$ cat config.mk
export PLATFORM = sky130hd
export DESIGN_NAME = prad_ctrl
export DESIGN_NICKNAME = d
export VERILOG_FILES = /design/src/hw/rtl/prad_pkg.sv /design/src/hw/rtl/prad_ctrl.sv
export SDC_FILE = /design/constraint.sdc
export NUM_CORES = 1
export LEC_CHECK = 0
export BUFFER_PORTS_ARGS = -buffer_cell sky130_fd_sc_hd__buf_2
export CAP_MARGIN = 0
export CELL_PAD_IN_SITES_DETAIL_PLACEMENT = 1
export CELL_PAD_IN_SITES_GLOBAL_PLACEMENT = 2
export CORE_ASPECT_RATIO = 0.6
export CORE_MARGIN = 2
export CORE_UTILIZATION = 31
export DETAILED_ROUTE_END_ITERATION = 10
export PLACE_DENSITY_LB_ADDON = 0.1
export SLEW_MARGIN = 0
export SYNTH_ARGS = -nofsm -noshare
export SYNTH_HDL_FRONTEND = slang
export SYNTH_SLANG_ARGS = --single-unit
export TNS_END_PERCENT = 5
$ cat constraint.sdc
create_clock -name clk -period 5.2 [get_ports clk]
set_input_delay 1.04 -clock clk [delete_from_list [all_inputs] [get_ports clk]]
set_output_delay 1.04 -clock clk [all_outputs]
set_load 0.005 [all_outputs]
$ cat src/hw/rtl/prad_pkg.sv
// Shared types and constants for the palindrome radius engine.
package prad_pkg;

  localparam int MAX_LEN_DEF     = 1024;
  localparam int SYMBOL_BITS_DEF = 8;

  localparam int OP_W        = 2;
  localparam int SYM_IN_W    = 8;
  localparam int FIELD_W     = 11;
  localparam int STAT_W      = 2;
  localparam int TDATA_IN_W  = 24;
  localparam int TDATA_OUT_W = 24;

  typedef enum logic [OP_W-1:0] {
    OP_CLEAR  = 2'd0,
    OP_APPEND = 2'd1,
    OP_QUERY  = 2'd2
  } opcode_t;

  typedef enum logic [STAT_W-1:0] {
    ST_OK    = 2'd0,
    ST_RANGE = 2'd1,
    ST_FULL  = 2'd2
  } status_t;

  typedef struct packed {
    logic               valid;
    logic [FIELD_W-1:0] pal_length;
    status_t            status;
    logic [FIELD_W-1:0] stored_count;
  } res_t;

endpackage

$ cat src/hw/rtl/prad_ctrl.sv
// Command decode, symbol count and the radius sweep sequencer.
module prad_ctrl #(
  parameter int MAX_LEN     = prad_pkg::MAX_LEN_DEF,
  parameter int SYMBOL_BITS = prad_pkg::SYMBOL_BITS_DEF,
  parameter int AW          = $clog2(MAX_LEN),
  parameter int IDX_W       = $clog2(2 * MAX_LEN - 1),
  parameter int POS_W       = $clog2(2 * MAX_LEN)
) (
  input  logic                          clk,
  input  logic                          rst,
  input  logic                          s_tvalid,
  output logic                          s_tready,
  input  logic [prad_pkg::OP_W-1:0]     opcode,
  input  logic [prad_pkg::SYM_IN_W-1:0] symbol,
  input  logic [prad_pkg::FIELD_W-1:0]  query_index,
  input  logic                          even_mode,
  input  logic                          cfg_wen,
  input  logic                          out_free,
  output prad_pkg::res_t                res,
  output logic                          sym_we,
  output logic [AW-1:0]                 sym_waddr,
  output logic [SYMBOL_BITS-1:0]        sym_wdata,
  output logic [AW-1:0]                 sym_raddr_a,
  output logic [AW-1:0]                 sym_raddr_b,
  input  logic [SYMBOL_BITS-1:0]        sym_rdata_a,
  input  logic [SYMBOL_BITS-1:0]        sym_rdata_b,
  output logic                          len_we,
  output logic [IDX_W-1:0]              len_waddr,
  output logic [POS_W-1:0]              len_wdata,
  output logic [IDX_W-1:0]              len_raddr,
  input  logic [POS_W-1:0]              len_rdata
);

  localparam int FW    = prad_pkg::FIELD_W;
  localparam int CNT_W = $clog2(MAX_LEN + 1);
  localparam int SUM_W = POS_W + 1;
  localparam int CMP_W = (POS_W > FW) ? POS_W : FW;
  localparam logic [CNT_W-1:0] FULL = CNT_W'(MAX_LEN);

  typedef enum logic [6:0] {
    S_IDLE     = 7'b0000001,
    S_EXPAND   = 7'b0000010,
    S_EXP_CMP  = 7'b0000100,
    S_WRITE_I  = 7'b0001000,
    S_COPY_CHK = 7'b0010000,
    S_COPY_CMP = 7'b0100000,
    S_QREAD    = 7'b1000000
  } state_t;

  state_t           state, state_next;
  logic [CNT_W-1:0] count, count_next;
  logic             tbl_cur, tbl_cur_next;
  logic [POS_W-1:0] i, i_next, j, j_next, k, k_next;
  logic [POS_W-1:0] n_sw, n_sw_next;
  logic             even_sw, even_sw_next;
  logic [IDX_W-1:0] q_reg, q_reg_next;

  logic                        accept;
  logic [CNT_W:0]              cnt2m1;
  logic [CNT_W+POS_W:0]        n_even_wide;
  logic [CNT_W+POS_W-1:0]      n_odd_wide;
  logic [POS_W-1:0]            n_cur;
  logic [CMP_W+FW-1:0]         q_wide;
  logic [CMP_W+POS_W-1:0]      n_wide;
  logic [CMP_W-1:0]            q_ext, n_ext;
  logic [SYMBOL_BITS+prad_pkg::SYM_IN_W-1:0] sym_wide;
  logic [SUM_W-1:0]            ipj, ipk, kpl, b_pos;
  logic [POS_W-1:0]            imj, imk, a_pos;
  logic [SUM_W-1:0]            two_l_m1, len_sel;
  logic [POS_W-1:0]            even_len;
  logic [SUM_W+FW-1:0]         len_wide;
  logic [CNT_W+FW-1:0]         cnt_wide;

  assign s_tready = (state == S_IDLE) && out_free;
  assign accept   = s_tvalid && s_tready;

  // number of centres for the string as it stands
  assign cnt2m1      = {count, 1'b0} - (CNT_W + 1)'(1);
  assign n_even_wide = {{POS_W{1'b0}}, cnt2m1};
  assign n_odd_wide  = {{POS_W{1'b0}}, count};
  always_comb begin
    if (!even_mode) begin
      n_cur = n_odd_wide[POS_W-1:0];
    end else if (count == '0) begin
      n_cur = '0;
    end else begin
      n_cur = n_even_wide[POS_W-1:0];
    end
  end

  assign q_wide = {{CMP_W{1'b0}}, query_index};
  assign n_wide = {{CMP_W{1'b0}}, n_cur};
  assign q_ext  = q_wide[CMP_W-1:0];
  assign n_ext  = n_wide[CMP_W-1:0];

  assign sym_wide  = {{SYMBOL_BITS{1'b0}}, symbol};
  assign sym_wdata = sym_wide[SYMBOL_BITS-1:0];
  assign sym_waddr = count[AW-1:0];

  assign ipj = {1'b0, i} + {1'b0, j};
  assign ipk = {1'b0, i} + {1'b0, k};
  assign kpl = {1'b0, k} + {1'b0, len_rdata};
  assign imj = i - j;
  assign imk = i - k;

  // in even mode the extended string maps back to stored symbols by halving
  assign a_pos       = even_sw ? (imj >> 1) : imj;
  assign b_pos       = even_sw ? (ipj >> 1) : ipj;
  assign sym_raddr_a = a_pos[AW-1:0];
  assign sym_raddr_b = b_pos[AW-1:0];

  // raw radius to reported length
  assign two_l_m1 = {len_rdata, 1'b0} - SUM_W'(1);
  assign even_len = len_rdata - {{(POS_W-1){1'b0}}, (q_reg[0] == len_rdata[0])};
  assign len_sel  = even_sw ? {1'b0, even_len} : two_l_m1;
  assign len_wide = {{FW{1'b0}}, len_sel};
  assign cnt_wide = {{FW{1'b0}}, count_next};

  always_comb begin
    state_next   = state;
    count_next   = count;
    tbl_cur_next = tbl_cur;
    i_next       = i;
    j_next       = j;
    k_next       = k;
    n_sw_next    = n_sw;
    even_sw_next = even_sw;
    q_reg_next   = q_reg;
    sym_we       = 1'b0;
    len_we       = 1'b0;
    len_waddr    = i[IDX_W-1:0];
    len_wdata    = j;
    len_raddr    = q_reg;
    res.valid    = 1'b0;
    res.status   = prad_pkg::ST_OK;

    unique case (state)
      S_IDLE: begin
        if (accept) begin
          case (prad_pkg::opcode_t'(opcode))
            prad_pkg::OP_CLEAR: begin
              count_next   = '0;
              tbl_cur_next = 1'b0;
              res.valid    = 1'b1;
            end
            prad_pkg::OP_APPEND: begin
              res.valid = 1'b1;
              if (count == FULL) begin
                res.status = prad_pkg::ST_FULL;
              end else begin
                sym_we       = 1'b1;
                count_next   = count + CNT_W'(1);
                tbl_cur_next = 1'b0;
              end
            end
            prad_pkg::OP_QUERY: begin
              if (q_ext >= n_ext) begin
                res.valid  = 1'b1;
                res.status = prad_pkg::ST_RANGE;
              end else begin
                q_reg_next   = q_ext[IDX_W-1:0];
                n_sw_next    = n_cur;
                even_sw_next = even_mode;
                len_raddr    = q_ext[IDX_W-1:0];
                if (tbl_cur) begin
                  state_next = S_QREAD;
                end else begin
                  i_next     = '0;
                  j_next     = '0;
                  state_next = S_EXPAND;
                end
              end
            end
            default: begin
              res.valid = 1'b1;
            end
          endcase
        end
      end
      S_EXPAND: begin
        if (i >= n_sw) begin
          tbl_cur_next = 1'b1;
          len_raddr    = q_reg;
          state_next   = S_QREAD;
        end else if ((j <= i) && (ipj < {1'b0, n_sw})) begin
          // separator positions always match each other
          if (even_sw && imj[0]) begin
            j_next = j + POS_W'(1);
          end else begin
            state_next = S_EXP_CMP;
          end
        end else begin
          state_next = S_WRITE_I;
        end
      end
      S_EXP_CMP: begin
        if (sym_rdata_a == sym_rdata_b) begin
          j_next     = j + POS_W'(1);
          state_next = S_EXPAND;
        end else begin
          state_next = S_WRITE_I;
        end
      end
      S_WRITE_I: begin
        len_we     = 1'b1;
        len_waddr  = i[IDX_W-1:0];
        len_wdata  = j;
        k_next     = POS_W'(1);
        state_next = S_COPY_CHK;
      end
      S_COPY_CHK: begin
        if ((i > k) && (ipk < {1'b0, n_sw})) begin
          len_raddr  = imk[IDX_W-1:0];
          state_next = S_COPY_CMP;
        end else begin
          i_next     = ipk[POS_W-1:0];
          j_next     = j - k;
          state_next = S_EXPAND;
        end
      end
      S_COPY_CMP: begin
        // mirror radius is still inside the current palindrome
        if (kpl < {1'b0, j}) begin
          len_we     = 1'b1;
          len_waddr  = ipk[IDX_W-1:0];
          len_wdata  = len_rdata;
          k_next     = k + POS_W'(1);
          state_next = S_COPY_CHK;
        end else begin
          i_next     = ipk[POS_W-1:0];
          j_next     = j - k;
          state_next = S_EXPAND;
        end
      end
      S_QREAD: begin
        res.valid  = 1'b1;
        state_next = S_IDLE;
      end
      default: begin
        state_next = S_IDLE;
      end
    endcase

    if (cfg_wen) begin
      tbl_cur_next = 1'b0;
    end

    res.pal_length   = (state == S_QREAD) ? len_wide[FW-1:0] : '0;
    res.stored_count = cnt_wide[FW-1:0];
  end

  always_ff @(posedge clk) begin
    if (rst) begin
      state   <= S_IDLE;
      count   <= '0;
      tbl_cur <= 1'b0;
    end else begin
      state   <= state_next;
      count   <= count_next;
      tbl_cur <= tbl_cur_next;
    end
  end

  always_ff @(posedge clk) begin
    i       <= i_next;
    j       <= j_next;
    k       <= k_next;
    n_sw    <= n_sw_next;
    even_sw <= even_sw_next;
    q_reg   <= q_reg_next;
  end

`ifndef SYNTH
  a_count_bound: assert property (@(posedge clk) disable iff (rst)
    count <= FULL)
    else $error("symbol count above capacity");

  a_res_slot: assert property (@(posedge clk) disable iff (rst)
    res.valid |-> out_free)
    else $error("result issued with output register occupied");

  a_count_frozen: assert property (@(posedge clk) disable iff (rst)
    (state != S_IDLE) |-> (count_next == count))
    else $error("symbol count changed while busy");

  a_sweep_bound: assert property (@(posedge clk) disable iff (rst)
    (state != S_IDLE && state != S_QREAD) |-> (i <= n_sw && j <= n_sw))
    else $error("sweep position past last centre");
`endif

endmodule

### After elaboration in Yosys (flattened, before gate mapping)

Index checks and enable logic that the tools add are counted.

* add/sub/neg operators: 12
* $lt $le $gt $ge: 7
* eq/ne operators: 27
* multiplexer cells: 66
* bitwise gates (word level): 1
* reductions and logical operators: 18

Operator list (count)
* two-way mux 11 bit: 28
* one-hot mux 11 bit (2 select lines): 3
* one-hot mux 11 bit (5 select lines): 1
* two-way mux 7 bit: 7
* one-hot mux 7 bit (6 select lines): 1
* adder 11 x 11 -> 12 bit: 3
* < comparator 12 x 11 -> 1 bit: 3
* adder 11 x 1 -> 11 bit (second input constant): 3
* one-hot mux 11 bit (3 select lines): 1
* subtractor 11 bit: 3
* greater-or-equal comparator 11 bit: 2
* != test 2 bit (second input constant): 11
* subtractor 11 x 1 -> 11 bit (second input constant): 2
* two-way mux 10 bit: 2
* two-way mux 1 bit: 12
* equality test 11 bit (second input constant): 1
* > comparator 11 bit: 1
* <= comparator 11 bit: 1
* logical NOT 11 bit: 1
* AND reduction 11 bit: 1
* subtractor 11 x 1 -> 11 bit: 1
* equality test 8 bit: 1
* one-hot mux 1 bit (2 select lines): 4
* AND reduction 4 bit: 2
* other kinds (29): 36

* bits in registers: 75
* input port bits: 54
* word-level logic and storage cells: 140

### Depth between registers and ports, before layout

Gate-level depths: netlist (run 1).

* depth in word-level cells: 8
* mapped depth: 18
* gate-level depth less buffers: 16

### Least setup slack after synthesis (run 1)

No wires, ideal clock.

* path kind: input to output
* from: in len_rdata[0]
* to: out len_wdata[5]
* data arrival time: 4.196 ns
* required time: 4.160 ns
* setup slack: -0.036 ns
* cell stages on the path: 18
* path buffers: 2
* cells stage by stage: ha_1 > inv_1 > fa_1 > nor2b_1 > o21ai_0 > a21boi_0 > o21ai_0 > a21oi_1 > xor2_1 > ha_1 > a211o_1 > a2111oi_0 > a21oi_1 > nor3_1 > buf_2 > clkbuf_1 > nand2_1 > o21ai_0

* cells in the longest elaborated chain, start to end: 4

Ends and longest elaborated chain
* start, declared: line prad_ctrl.sv:31 `input logic [POS_W-1:0] len_rdata`
* adder 11 x 11 -> 12 bit: line prad_ctrl.sv:102 `assign kpl = {1'b0, k} + {1'b0, len_rdata};`
* < comparator 12 x 11 -> 1 bit: line prad_ctrl.sv:223 `if (kpl < {1'b0, j}) begin`
* two-way mux 11 bit: line prad_ctrl.sv:223
* two-way mux 11 bit: line prad_ctrl.sv:137 `unique case (state)`
* end, declared: line prad_ctrl.sv:29 `output logic [POS_W-1:0] len_wdata,`

Every way passes these cells.

### Worst setup path after layout (run 1)

* from: reg count[0]
* to: out len_raddr[8]

* cells in the longest elaborated chain, start to end: 8
* elaborated cells between the ends (all ways): 9

Ends and longest elaborated chain
* start, declared: line prad_ctrl.sv:51 `logic [CNT_W-1:0] count, count_next;`
* start signal, assigned: line prad_ctrl.sv:259 `count <= count_next;`
* subtractor 11 x 1 -> 11 bit or logical NOT 11 bit (tied branches): line prad_ctrl.sv:78, prad_ctrl.sv:84
* two-way mux 11 bit: line prad_ctrl.sv:84 `end else if (count == '0) begin`
* two-way mux 11 bit (*): line prad_ctrl.sv:82 `if (!even_mode) begin`
* greater-or-equal comparator 11 bit (*): line prad_ctrl.sv:157 `if (q_ext >= n_ext) begin`
* two-way mux 11 bit (*)
* two-way mux 11 bit (*): line prad_ctrl.sv:140 `case (prad_pkg::opcode_t'(opcode))`
* two-way mux 11 bit (*)
* one-hot mux 11 bit (2 select lines) (*): line prad_ctrl.sv:137
* end, declared: line prad_ctrl.sv:30 `output logic [IDX_W-1:0] len_raddr,`

Mark *: on every way between the ends. The rest lies on a longest branch, timed or not.

==> results of run 1 <==
## cells in the mapped netlist, types with 4 or more instances
cell type and n:
sky130_fd_sc_hd__or3_1 7, sky130_fd_sc_hd__a21oi_1 66, sky130_fd_sc_hd__mux2i_1 11, sky130_fd_sc_hd__or2_2 7, sky130_fd_sc_hd__a2111oi_0 10, sky130_fd_sc_hd__nand2b_1 10
sky130_fd_sc_hd__a211o_1 4, sky130_fd_sc_hd__mux2_2 25, sky130_fd_sc_hd__nor2_1 120, sky130_fd_sc_hd__o21a_1 16, sky130_fd_sc_hd__nor2b_1 33, sky130_fd_sc_hd__edfxtp_1 56
sky130_fd_sc_hd__a21o_1 10, sky130_fd_sc_hd__a221oi_1 4, sky130_fd_sc_hd__nor4_1 10, sky130_fd_sc_hd__buf_4 18, sky130_fd_sc_hd__xor2_1 26, sky130_fd_sc_hd__a211oi_1 13
sky130_fd_sc_hd__nand3b_1 4, sky130_fd_sc_hd__buf_6 4, sky130_fd_sc_hd__o21bai_1 4, sky130_fd_sc_hd__o211ai_1 4, sky130_fd_sc_hd__a221o_1 7, sky130_fd_sc_hd__inv_1 93
sky130_fd_sc_hd__dfxtp_1 19, sky130_fd_sc_hd__and3_1 17, sky130_fd_sc_hd__clkbuf_1 40, sky130_fd_sc_hd__ha_1 126, sky130_fd_sc_hd__a31oi_1 8, sky130_fd_sc_hd__xnor2_1 60
sky130_fd_sc_hd__and2_1 15, sky130_fd_sc_hd__nand4_1 13, sky130_fd_sc_hd__fa_1 6, sky130_fd_sc_hd__nor3_1 23, sky130_fd_sc_hd__nand2_1 68, sky130_fd_sc_hd__o41ai_1 5
sky130_fd_sc_hd__o21ai_0 58, sky130_fd_sc_hd__nand3_1 23
## power by group through the flow
stage / logic [mW] / registers, mW / clock network, mW
after global placement: 2.38 / 0.872 / 0
after floorplan: 1.45 / 0.853 / 0
after detailed placement: 2.42 / 0.882 / 0
after global routing: 2.87 / 0.889 / 0.766
final: 2.61 / 0.880 / 0.723
after CTS: 2.48 / 0.871 / 0.737
## worst paths after layout
| kind | slack (ns) | end | from |
|---|---|---|---|
| max | -0.29 | len_raddr[8] | count[0] |
| min | 0.50 | state[6] | tbl_cur |
| max reg2reg | 0.29 | j[2] | i[0] |
| min reg2reg | 0.50 | state[6] | tbl_cur |
## metrics by stage
step / utilization / setup TNS, ns / area (um^2) / hold slack [ns]
6_report: 0.424 / -7.97 / 12200 / 0.503
5_1_grt: 0.424 / -12.74 / 12200 / 0.527
4_1_cts: 0.400 / -9.61 / 11500 / 0.496
3_5_place_dp: 0.382 / -10.63 / 11000 / 0.487
3_3_place_gp: 0.382 / -7.99 / 11000 / 0.476
2_1_floorplan: - / 0 / 9110 / 0.449
## routing by layer
layer,share of wire,vias up
met5,0,-
met4,0.0046,0
met3,0.038,11
met2,0.39,163
met1,0.57,4597
li1,-,4445
## timing repair
item / 4_1_cts / 5_1_grt
resized for setup: 30 / 88
endpoints found under the hold margin: 0 / 0
setup buffers: 7 / 25
pin swaps: 21 / 38
cloned: 1 / 2
setup endpoints to repair: 35 / 47
## cells by family after synthesis
| family | share of synthesized area |
|---|---|
| and+or+nand+nor | 0.208 |
| xor gates and xnor gates | 0.0826 |
| adders and majority gates | 0.186 |
| DFF | 0.226 |
| muxes | 0.0430 |
| AOI/OAI and AO/OA | 0.176 |
| buffers and inverters | 0.0774 |
## cell usage in the layout, fill, tap and decap left out, types with 16 or more instances in the layout
cell	instances
sky130_fd_sc_hd__a21oi_1	54
sky130_fd_sc_hd__nand3_1	22
sky130_fd_sc_hd__buf_2	136
sky130_fd_sc_hd__xnor2_1	57
sky130_fd_sc_hd__xor2_1	26
sky130_fd_sc_hd__nor2_1	116
sky130_fd_sc_hd__nand2_1	65
sky130_fd_sc_hd__buf_4	159
sky130_fd_sc_hd__edfxtp_1	56
sky130_fd_sc_hd__inv_1	88
sky130_fd_sc_hd__o21a_1	16
sky130_fd_sc_hd__mux2_2	17
sky130_fd_sc_hd__o21ai_0	54
sky130_fd_sc_hd__nor2b_1	31
sky130_fd_sc_hd__ha_1	108
sky130_fd_sc_hd__dfxtp_1	18
sky130_fd_sc_hd__nor3_1	22
## cell type report
type                    instances  area (um^2)
clock buffers                  10          229
clock inverters                 6         88.8
fillers                      3434        16600
inverters                      95          357
multi-input cells             871         6950
flip-flops and latches         75         2060
well taps                     375          469
repair buffers                307         2080
## worst register-to-register path, delay by kind of cell, from the launching register on
| kind | cells | cell delay, ns |
|---|---|---|
| AO/OA/AOI/OAI | 8 | 2.16 |
| adder cells (fa/ha/maj) | 3 | 0.90 |
| buffers and inverters | 4 | 0.65 |
| flip-flops | 1 | 0.46 |
| XOR/XNOR | 1 | 0.23 |
| AND/OR/NAND/NOR | 2 | 0.20 |
==> results summary, run 1 <==
The share of synthesized area in the top cell type comes to 0.185. In this design, the largest share of critical-path delay is due to compound AO/OA/AOI/OAI gates. The met1 layer usage reported by global route came out at 0.410. The final count of negative-setup-slack endpoints came out at 34. The post-synthesis instance area came out at a little over 9000 um^2. The share of total power dissipated in the clock network is 0.172. By area the synthesized netlist is led by sky130_fd_sc_hd__edfxtp_1 (18%), sky130_fd_sc_hd__ha_1 (17%), sky130_fd_sc_hd__xnor2_1 (5.8%).

The detailed router finished its first iteration with between 600 and 700 violations. The setup slack after layout is -0.289 ns. Hold repair after CTS inserted 0 buffers. The cell count after synthesis is between 1000 and 1500. The delay contributed by the slowest stage of the critical path came out at roughly 0.47 ns.

The signal on the critical path passes through inv_2 > ha_4 > nand2b_4 > nand4b_1 > o41ai_4 > buf_6 > a21oi_2 > a21oi_2 > buf_4 > ha_4 > nand3_2 > nand4b_1 > o21ai_2 > a31oi_4 > nor4_4 > buf_4 > buf_12 > mux2_4 > a221o_1 > buf_2. The number of antenna violations at the first check in global routing came out at 1. The busiest metal layer after global routing is met1.

Internal power comes to 2.36 mW. The number of buffers and inverters on the critical path is 6. The count of cell instances traversed by the critical path is 20.

The final global-route overflow total came out at 0. For this run, the total global-route usage over all layers was measured as 0.247. The number of sinks driven by the clock tree came out at 75. The number of I/O port buffers is about 140. The combinational power share is 0.619.

The initial core utilization came out at 0.316. The slew at the pin with the worst max-slew slack came out at between 0.9 and 1 ns. The total chip power came out at 4.21 mW.

Before CTS, the worst setup slack after placement is -0.484 ns. The number of CTS-inserted buffers came out at 9. The critical path data required time came out at about 4.2 ns. The last weighted congestion value of the routability-driven placer came out at around 0.83. The met3 usage came out at 0.0423. The final cell count without fillers came out at approximately 1700. The static leakage is between 5 and 6 nW. The final layout contains routed wiring with a total length of a little under 40000 um. The data arrival time of the critical path came out at ~4.5 ns. The worst setup path is launched from a register. The via-per-instance ratio is between 5 and 6. The share of flip-flops with an asynchronous set or reset came out at 0. Setup repair after global routing could not meet its margin everywhere. The count of nets left with antenna violations after detail routing came out at 0. Pin placement for this block handled roughly 150 I/O pins. The number of enable flip-flop cells after synthesis is 56. The register bit count reported by yosys came out at between 70 and 80. The maximum fanout count along the critical path came out at 7. The worst setup path is captured at a primary output.

The number of failing hold endpoints at the final stage is 0. The final critical delay including setup and external delays came out at about 5.5 ns. The depth of the worst register-to-register path came out at 18.

The max-cap check violation count came out at 0. After synthesis, the mean cell area works out to approximately 8.2 um^2. The net load switching power is 1.85 mW.

The first-pass GRT wire length came out at 56300 um. The global routing usage on met2 came out at 0.329. The final max-slew violation count is 0. The overall die area came out at between 30000 and 40000 um^2. The detailed placement HPWL is just over 30000 um. The min-delay analysis places its worst path in the category register to register.

The startpoint-to-endpoint class of the critical path is register to primary output. The floorplan step set the die height to about 140 um. Dividing total power by cell area gives a power density of ~340 nW/um^2.

The number of antenna diodes came out at 0. The remaining routing DRC violations came out at 0. The share of total power dissipated in sequential elements is 0.209.

The clock tree synthesis step divided the H-tree into 3 levels. The clock arrives with approximately 0.011 ns of skew. Of the cells placed in the final design, the portion with a size suffix greater than 1 is 0.329.

The largest individual stage delay along the critical path comes from the cell sky130_fd_sc_hd__o41ai_4. The tree is rooted in a sky130_fd_sc_hd__clkbuf_16. The checks that failed: negative setup slack.

The worst slew margin relative to its limit came out at 0.391. The later pin in the worst-skew pair is clocked with a latency of ~0.37 ns. The maximum buffer depth of the clock tree is 2. The unique cell type count in the Yosys netlist is slightly below 80. The floorplan step set the die width to around 230 um.

The net count reported at finish came out at between 1500 and 2000. The pre-antenna-repair detailed-routing pass consisted of 4 iterations. For this run, the register share of the synthesized area comes to 0.226. Of the available clock period, the critical path in the final layout requires 1.06. The maximum number of pins on one net before global-route repair is 24. TritonCTS built the clock tree.

The count of standard-cell rows is 48. The run finished, with violations left. The total area inside the core boundary comes to 28800 um^2. The number of warning messages in the yosys log came out at 0. The post-synthesis net count is around 1300.

The number of placed instances, taps included, is between 1500 and 2000. VDD sags by at most between 0.15 and 0.2 mV. The average wire per cell in the routed design is between 20 and 25 um. The clock transition at the registers of the reported paths is roughly 0.07 ns.

The layout overhead on the synthesized area is 34.3%. The number of vias in the routed layout is 9216. The number of global-route vias before repair is 8775. The switching fraction of total power came out at 0.440.

The most used flip-flop cell after synthesis is sky130_fd_sc_hd__edfxtp_1. The post-synthesis cell type with the largest combined area is sky130_fd_sc_hd__edfxtp_1. For this run, the top clock speed supported by timing is 182 MHz. The depth of the worst hold-timing path is 2.
Note: power is estimated with default switching activity, not from simulation.
==> run 2, diff against run 1 <==
--- a/config.mk
+++ b/config.mk
@@ -11,8 +11,9 @@
 export CELL_PAD_IN_SITES_GLOBAL_PLACEMENT = 2
 export CORE_ASPECT_RATIO = 0.6
 export CORE_MARGIN = 2
-export CORE_UTILIZATION = 31
+export CORE_UTILIZATION = 37
 export DETAILED_ROUTE_END_ITERATION = 10
+export GPL_TIMING_DRIVEN = 0
 export PLACE_DENSITY_LB_ADDON = 0.1
 export SLEW_MARGIN = 0
 export SYNTH_ARGS = -nofsm -noshare
==> constraint.sdc (replaced) <==
create_clock -name clk -period 6.4 [get_ports clk]
set_input_delay 1.28 -clock clk [delete_from_list [all_inputs] [get_ports clk]]
set_output_delay 1.28 -clock clk [all_outputs]
set_load 0.005 [all_outputs]
==> results summary, run 2 (synthesis results as in run 1) <==
The run finished with clean final reports. The worst flop-to-flop path startpoint is i[6]. The static leakage came out at 4.83 nW (-12%). The number of antenna diodes is 0 (unchanged).

The buffers plus inverters on the worst setup path is 4 (-2). The detailed placement HPWL is 29000 um (-7.0%). The number of antenna violations at the first check in global routing came out at 0 (-1). The setup slack of the most critical reg-to-reg path came to 0.49 ns (+0.20 ns). CTS placed an instance of sky130_fd_sc_hd__clkbuf_16 at the clock tree root.

The count of cell instances traversed by the critical path came out at 12 (-40%). Of the available clock period, the critical path in the final layout requires 0.974. The height of the chip is 126 um (-8.2%). The clock transition at the registers of the reported paths is 0.06 ns (about the same).

The count of standard-cell rows came out at 44 (-8.3%). The kind of launch point of the worst setup path is an input port. The maximum buffer depth of the clock tree is 2 (unchanged). The final max-slew violation count is 0 (unchanged). The total power divided by cell area came out at 290 nW/um^2 (-16%). The depth of the worst register-to-register path came out at 16 (-2). The worst min-delay path class is register to register.

The share of final-layout standard cells stronger than drive strength 1 is 0.213 (-0.116). The delay contributed by the slowest stage of the critical path is 0.45 ns (-0.02 ns). The last weighted congestion value of the routability-driven placer is 0.898 (+8.3%). The number of CTS-inserted buffers came to 9 (unchanged).

The critical path's slowest cell is sky130_fd_sc_hd__nor4_4. The total iterations of the first detailed-routing run is 6 (+2). The commonest non-fill, non-tap cell in the layout is sky130_fd_sc_hd__buf_2. The final global-route overflow total is 0 (unchanged).

The insertion delay of the later-clocked pin in the worst-skew pair is 0.35 ns (-0.02 ns). The top cell types in the final layout, fill and taps aside, are sky130_fd_sc_hd__buf_2 (146), sky130_fd_sc_hd__ha_1 (125), sky130_fd_sc_hd__nor2_1 (120). The number of global-route vias before repair came out at 8519 (-2.9%). The worst slew margin relative to its limit came to 0.166 (-0.225). The placeable core area is 24200 um^2 (-16%). The slew at the pin with the worst max-slew slack is 1.25 ns (+0.338 ns).

The global-route usage over all layers came to 0.270 (+0.0231). The total wire length after detailed routing is 35100 um (-9.2%). The via-per-instance ratio is 5.61 (+5.8%). The number of inserted filler cells in the final layout is 2962 (-14%). Setup repair after global routing left no endpoint under its margin. The post-route setup TNS is 0 ns (+7.97 ns).

The final count of negative-setup-slack endpoints is 0 (-100%). In this run the worst setup path begins at even_mode. The remaining routing DRC violations came to 0 (unchanged). The data arrival time of the critical path was 4.96 ns (+0.51 ns).

The total number of H-tree levels is 3 (unchanged). The initial core utilization is 0.377 (+0.0610). The maximum fanout count along the critical path is 10 (+3). The critical path goes through buf_2 > clkinv_1 > a21oi_1 > o21ai_0 > ha_1 > a211oi_1 > a31oi_1 > nor4_4 > buf_6 > mux2_2 > a221o_1 > buf_2. The area of the multi-input gates is 6480 um^2 (-6.7%). On the critical path the largest part of the delay comes from compound AO/OA/AOI/OAI gates. The initial DRC count is 746 (+12%).

The number of vias in the routed layout is 8997 (-2.4%). The CTS tree is built. The largest clock skew in the final design was 0.0121 ns (+0.000862 ns). The number of I/O port buffers is 144 (+5.9%). The number of failing hold endpoints at the final stage is 0 (unchanged). The net count reported at finish was 1464 (-5.2%). The maximum number of pins on one net before global-route repair came to 21 (-13%). The achievable frequency came out at around 160 MHz.

The layout overhead on the synthesized area came out at 18.7%. The total chip power came out at 3.13 mW (-26%). The startpoint-to-endpoint class of the critical path is input port to primary output.

Counting I/O delays and the setup requirement, the final critical path takes 6.24 ns. The termination of the worst setup path is len_raddr[4]. The overall die area is 25900 um^2 (-16%). The horizontal die dimension was 207 um (-8.3%). The critical path data required time came to 5.12 ns (+0.96 ns). The max-cap check violation count came out at 0 (unchanged).

The number of hold-repair buffers added at the cts stage is 0 (unchanged). The number of sinks driven by the clock tree came out at 75 (unchanged). The average wire per cell in the routed design is 21.9 um (-1.7%).

The count of nets left with antenna violations after detail routing came out at 0 (unchanged). The worst register-to-register path ends at j[9]. The I/O pin count came out at 153 (unchanged). The first-pass GRT wire length is 52900 um (-6.1%). The sequential cell area in the final layout came out at 2060 um^2 (unchanged). The most numerous cell type found on the critical path is sky130_fd_sc_hd__buf_2. The worst voltage drop across the vdd grid was 0.182 mV (+0.30%). The type of destination of the critical path is a primary output.
run 2: what timing repair did:
item / 4_1_cts / 5_1_grt
pin swaps: 3 / 5
setup endpoints to repair: 33 / 33
gates resized for setup: 17 / 24
setup buffers: 7 / 10
run 2: how the worst min path moves through the flow:
stage          startpoint        to  slack [ns]  depth (start not counted)
2_1_floorplan     tbl_cur   tbl_cur        0.45                          2
3_3_place_gp      tbl_cur  state[6]        0.48                          2
3_5_place_dp      tbl_cur   tbl_cur        0.48                          2
4_1_cts           tbl_cur   tbl_cur        0.50                          2
5_1_grt           tbl_cur   tbl_cur        0.53                          2
6_report          tbl_cur   tbl_cur        0.50                          2
run 2: worst min-delay path: cells and delay by family, from the launching register on:
kind / cells / cell delay (ns)
flops: 1 / 0.33
simple gates: 1 / 0.06
compound gates: 1 / 0.06
run 2: layout make-up:
| type | count | share of cell area |
|---|---|---|
| clock inverter | 2 | 0.000925 |
| timing repair buffer | 163 | 0.0798 |
| buffer | 64 | 0.0335 |
| inverter | 95 | 0.0330 |
| sequential | 75 | 0.191 |
| multi-input combinational | 870 | 0.599 |
| tap | 322 | 0.0372 |
| clock buffer | 14 | 0.0254 |
run 2: through the flow:
step	hold WS, ns	cell area (um^2)	setup WS [ns]	std cells	util
3_3_place_gp	0.480	10200	-0.839	1572	0.424
2_1_floorplan	0.449	9110	0.684	1106	-
5_1_grt	0.525	10800	0.00305	1605	0.448
4_1_cts	0.499	10700	-0.0255	1597	0.441
6_report	0.503	10800	0.165	1605	0.448
3_5_place_dp	0.482	10300	-0.833	1574	0.425
run 2: where the power goes:
group          switching (mW)  internal (mW)  leakage (nW)
clock network           0.222          0.297         0.142
registers               0.109          0.634         0.716
logic                    1.09          0.781          3.98
run 2: metal layers:
layer / vias to the layer above / GRT usage / wire length [um]
li1: 4276 / - / -
met1: 4415 / 0.457 / 19100
met2: 281 / 0.350 / 13200
met3: 25 / 0.0441 / 2390
met4: 0 / 0.0366 / 368
met5: - / 0 / 0
==> run 3, diff against run 2 <==
--- a/config.mk
+++ b/config.mk
@@ -11,7 +11,8 @@
 export CELL_PAD_IN_SITES_GLOBAL_PLACEMENT = 2
 export CORE_ASPECT_RATIO = 0.6
 export CORE_MARGIN = 2
-export CORE_UTILIZATION = 37
+export CORE_UTILIZATION = 31
+export CTS_CLUSTER_SIZE = 30
 export DETAILED_ROUTE_END_ITERATION = 10
 export GPL_TIMING_DRIVEN = 0
 export PLACE_DENSITY_LB_ADDON = 0.1
==> constraint.sdc (replaced) <==
create_clock -name clk -period 5.4 [get_ports clk]
set_input_delay 1.08 -clock clk [delete_from_list [all_inputs] [get_ports clk]]
set_output_delay 1.08 -clock clk [all_outputs]
set_load 0.005 [all_outputs]
==> results summary, run 3 (synthesis results as in run 1) <==
The total number of H-tree levels is 3 (unchanged). The critical path ends at len_raddr[9]. TritonCTS built the clock tree. The startpoint-to-endpoint class of the critical path is register to primary output.

The total power divided by cell area came to 324 nW/um^2 (+12%). The worst slew margin relative to its limit is 0.314 (+0.148). The number of global-route vias before repair came out at 8639 (+1.4%). In this run the most critical hold path is launched from tbl_cur. The final core utilization was 0.425 (-0.0225). The min-delay analysis places its worst path in the category register to register. The static leakage is 5.37 nW (+11%). The insertion delay of the later-clocked pin in the worst-skew pair is 0.36 ns (about the same). After layout, the minimum clock period comes to about 5.5 ns. Leaving out fill and tap cells, the most frequent cell in the layout is sky130_fd_sc_hd__buf_2. The share of final-layout standard cells stronger than drive strength 1 came to 0.325 (+0.112). The number of vias in the routed layout is 9167 (+1.9%). The initial DRC count came out at 683 (-8.4%). The I/O pin count is 153 (unchanged).

The height of the chip came to 137 um (+9.0%). The data arrival time of the critical path is 4.45 ns (-0.51 ns). The initial core utilization came out at 0.316 (-0.0610). The post-route setup TNS came out at -0.918 ns (-0.918 ns). The via-per-instance ratio is 5.33 (-4.9%).

The worst setup timing slack at the placement stage came out at -1.48 ns (-0.650 ns). The final global-route overflow total was 0 (unchanged). The maximum fanout count along the critical path came out at 8 (-2). The total chip power was 3.97 mW (+27%). The number of hold-repair buffers added at the cts stage is 0 (unchanged). The count of nets left with antenna violations after detail routing came out at 0 (unchanged). The global-route usage over all layers came out at 0.244 (-0.0267). The placeable core area is 28800 um^2 (+19%). The maximum buffer depth of the clock tree came out at 2 (unchanged).

The number of antenna diodes is 0 (unchanged). The number of inserted filler cells in the final layout is 3458 (+17%). The layout overhead on the synthesized area came out at 34.5%.

The critical path data required time was 4.32 ns (-0.80 ns). The worst flop-to-flop path startpoint is i[4]. The setup slack of the most critical reg-to-reg path came out at 0.48 ns (about the same). The count of standard-cell rows is 48 (+9.1%). The clock transition at the registers of the reported paths came to 0.06 ns (about the same). The top cell types in the final layout, fill and taps aside, are sky130_fd_sc_hd__buf_2 (133), sky130_fd_sc_hd__nor2_1 (114), sky130_fd_sc_hd__ha_1 (105). The depth of the worst register-to-register path was 18 (+2). The number of sinks driven by the clock tree is 75 (unchanged). The achievable frequency came out at 181 MHz. The largest clock skew in the final design is 0.00590 ns (-0.00618 ns). The average wire per cell in the routed design is 22.4 um (+2.2%). The number of CTS-inserted buffers came out at 9 (unchanged).

The number of placed cells counting well taps is 1627 (+3.4%). The number of I/O port buffers came to 144 (unchanged). In this run the critical register-to-register path is captured at j[5]. The startpoint of the worst setup timing path is i[4]. Setup repair after global routing could not meet its margin everywhere. The last weighted congestion value of the routability-driven placer is 0.848 (-5.5%). The depth of the worst hold-timing path is 2 (unchanged). The final max-slew violation count is 0 (unchanged).

The checks that failed: negative setup slack. The placed standard-cell area is 10300 um^2 (+0.65%). The kind of launch point of the worst setup path is a register. The maximum number of pins on one net before global-route repair came out at 21 (unchanged). The tree is rooted in a sky130_fd_sc_hd__clkbuf_16. The horizontal die dimension is 225 um (+9.1%). The setup slack after layout came out at -0.128 ns (-0.292 ns). The total wire length after detailed routing is 38500 um (+9.5%). The worst setup path is captured at a primary output. The total non-filler cell area in the finished layout came out at 12300 um^2 (+13%). The share of the cycle needed by the critical path after routing came out at 1.02. The detailed placement HPWL is 30400 um (+5.0%). The worst voltage drop across the vdd grid is 0.187 mV (+2.6%). The remaining routing DRC violations is 0 (unchanged). The final count of negative-setup-slack endpoints is 10 (+10). The net count reported at finish is 1527 (+4.3%). The slew at the pin with the worst max-slew slack came out at 1.03 ns (-0.217 ns). The number of failing hold endpoints at the final stage was 0 (unchanged). The max-cap check violation count came out at 0 (unchanged). The overall die area came to 30800 um^2 (+19%).

The total iterations of the first detailed-routing run was 5 (-1). The final cell count without fillers is 1720 (+7.2%). The first-pass GRT wire length is 55300 um (+4.6%).

The number of antenna violations at the first check in global routing came to 1 (+1). The run finished, with violations left. The hold slack came out at 0.510 ns (+0.00690 ns).
-- run 3: worst max-delay path, stage by stage (launching register included) --
cell	delay [ns]
sky130_fd_sc_hd__edfxtp_1	0.52
sky130_fd_sc_hd__buf_4	0.20
sky130_fd_sc_hd__buf_6	0.12
sky130_fd_sc_hd__ha_2	0.21
sky130_fd_sc_hd__or4_4	0.46
sky130_fd_sc_hd__o221ai_4	0.23
sky130_fd_sc_hd__nand2_4	0.10
sky130_fd_sc_hd__xnor2_4	0.31
sky130_fd_sc_hd__ha_4	0.27
sky130_fd_sc_hd__a21oi_4	0.16
sky130_fd_sc_hd__nor2b_4	0.07
sky130_fd_sc_hd__nor2_2	0.08
sky130_fd_sc_hd__nand4_1	0.15
sky130_fd_sc_hd__or4_4	0.48
sky130_fd_sc_hd__buf_8	0.16
sky130_fd_sc_hd__and3_4	0.14
sky130_fd_sc_hd__a221o_1	0.28
sky130_fd_sc_hd__buf_2	0.14
-- run 3: repair_timing --
action,4_1_cts,5_1_grt
endpoints found under the setup margin,69,46
cloned,2,0
setup buffers,46,42
pin swaps,23,64
gates resized for setup,115,114
-- run 3: worst min path at each step --
stage,endpoint,slack [ns]
after floorplan,tbl_cur,0.45
after global placement,tbl_cur,0.49
after detailed placement,state[6],0.49
after CTS,state[6],0.50
after global routing,state[6],0.52
final,state[6],0.51
-- run 3: layout make-up --
cell class                 count  area (um^2)  share of cell area
buffer                        56          368              0.0300
clock inverter                 6         33.8             0.00276
timing repair buffer         234         1580               0.129
multi-input combinational    870         7140               0.582
tap                          375          469              0.0383
inverter                      95          369              0.0301
sequential                    75         2070               0.169
clock buffer                   9          225              0.0184
-- run 3: layer usage --
layer  global-route usage  routed length, um  vias up
met2                0.318              14900      189
met4               0.0434                409        0
met5                    0                  0        -
li1                     -                  -     4401
met1                0.405              21500     4552
met3               0.0367               1710       25
-- run 3: where the power goes --
part           internal, mW  switching (mW)  leakage (nW)
sequential            0.750           0.116         0.717
clock                 0.304           0.267         0.124
combinational          1.12            1.41          4.53
total                  2.18            1.79          5.37
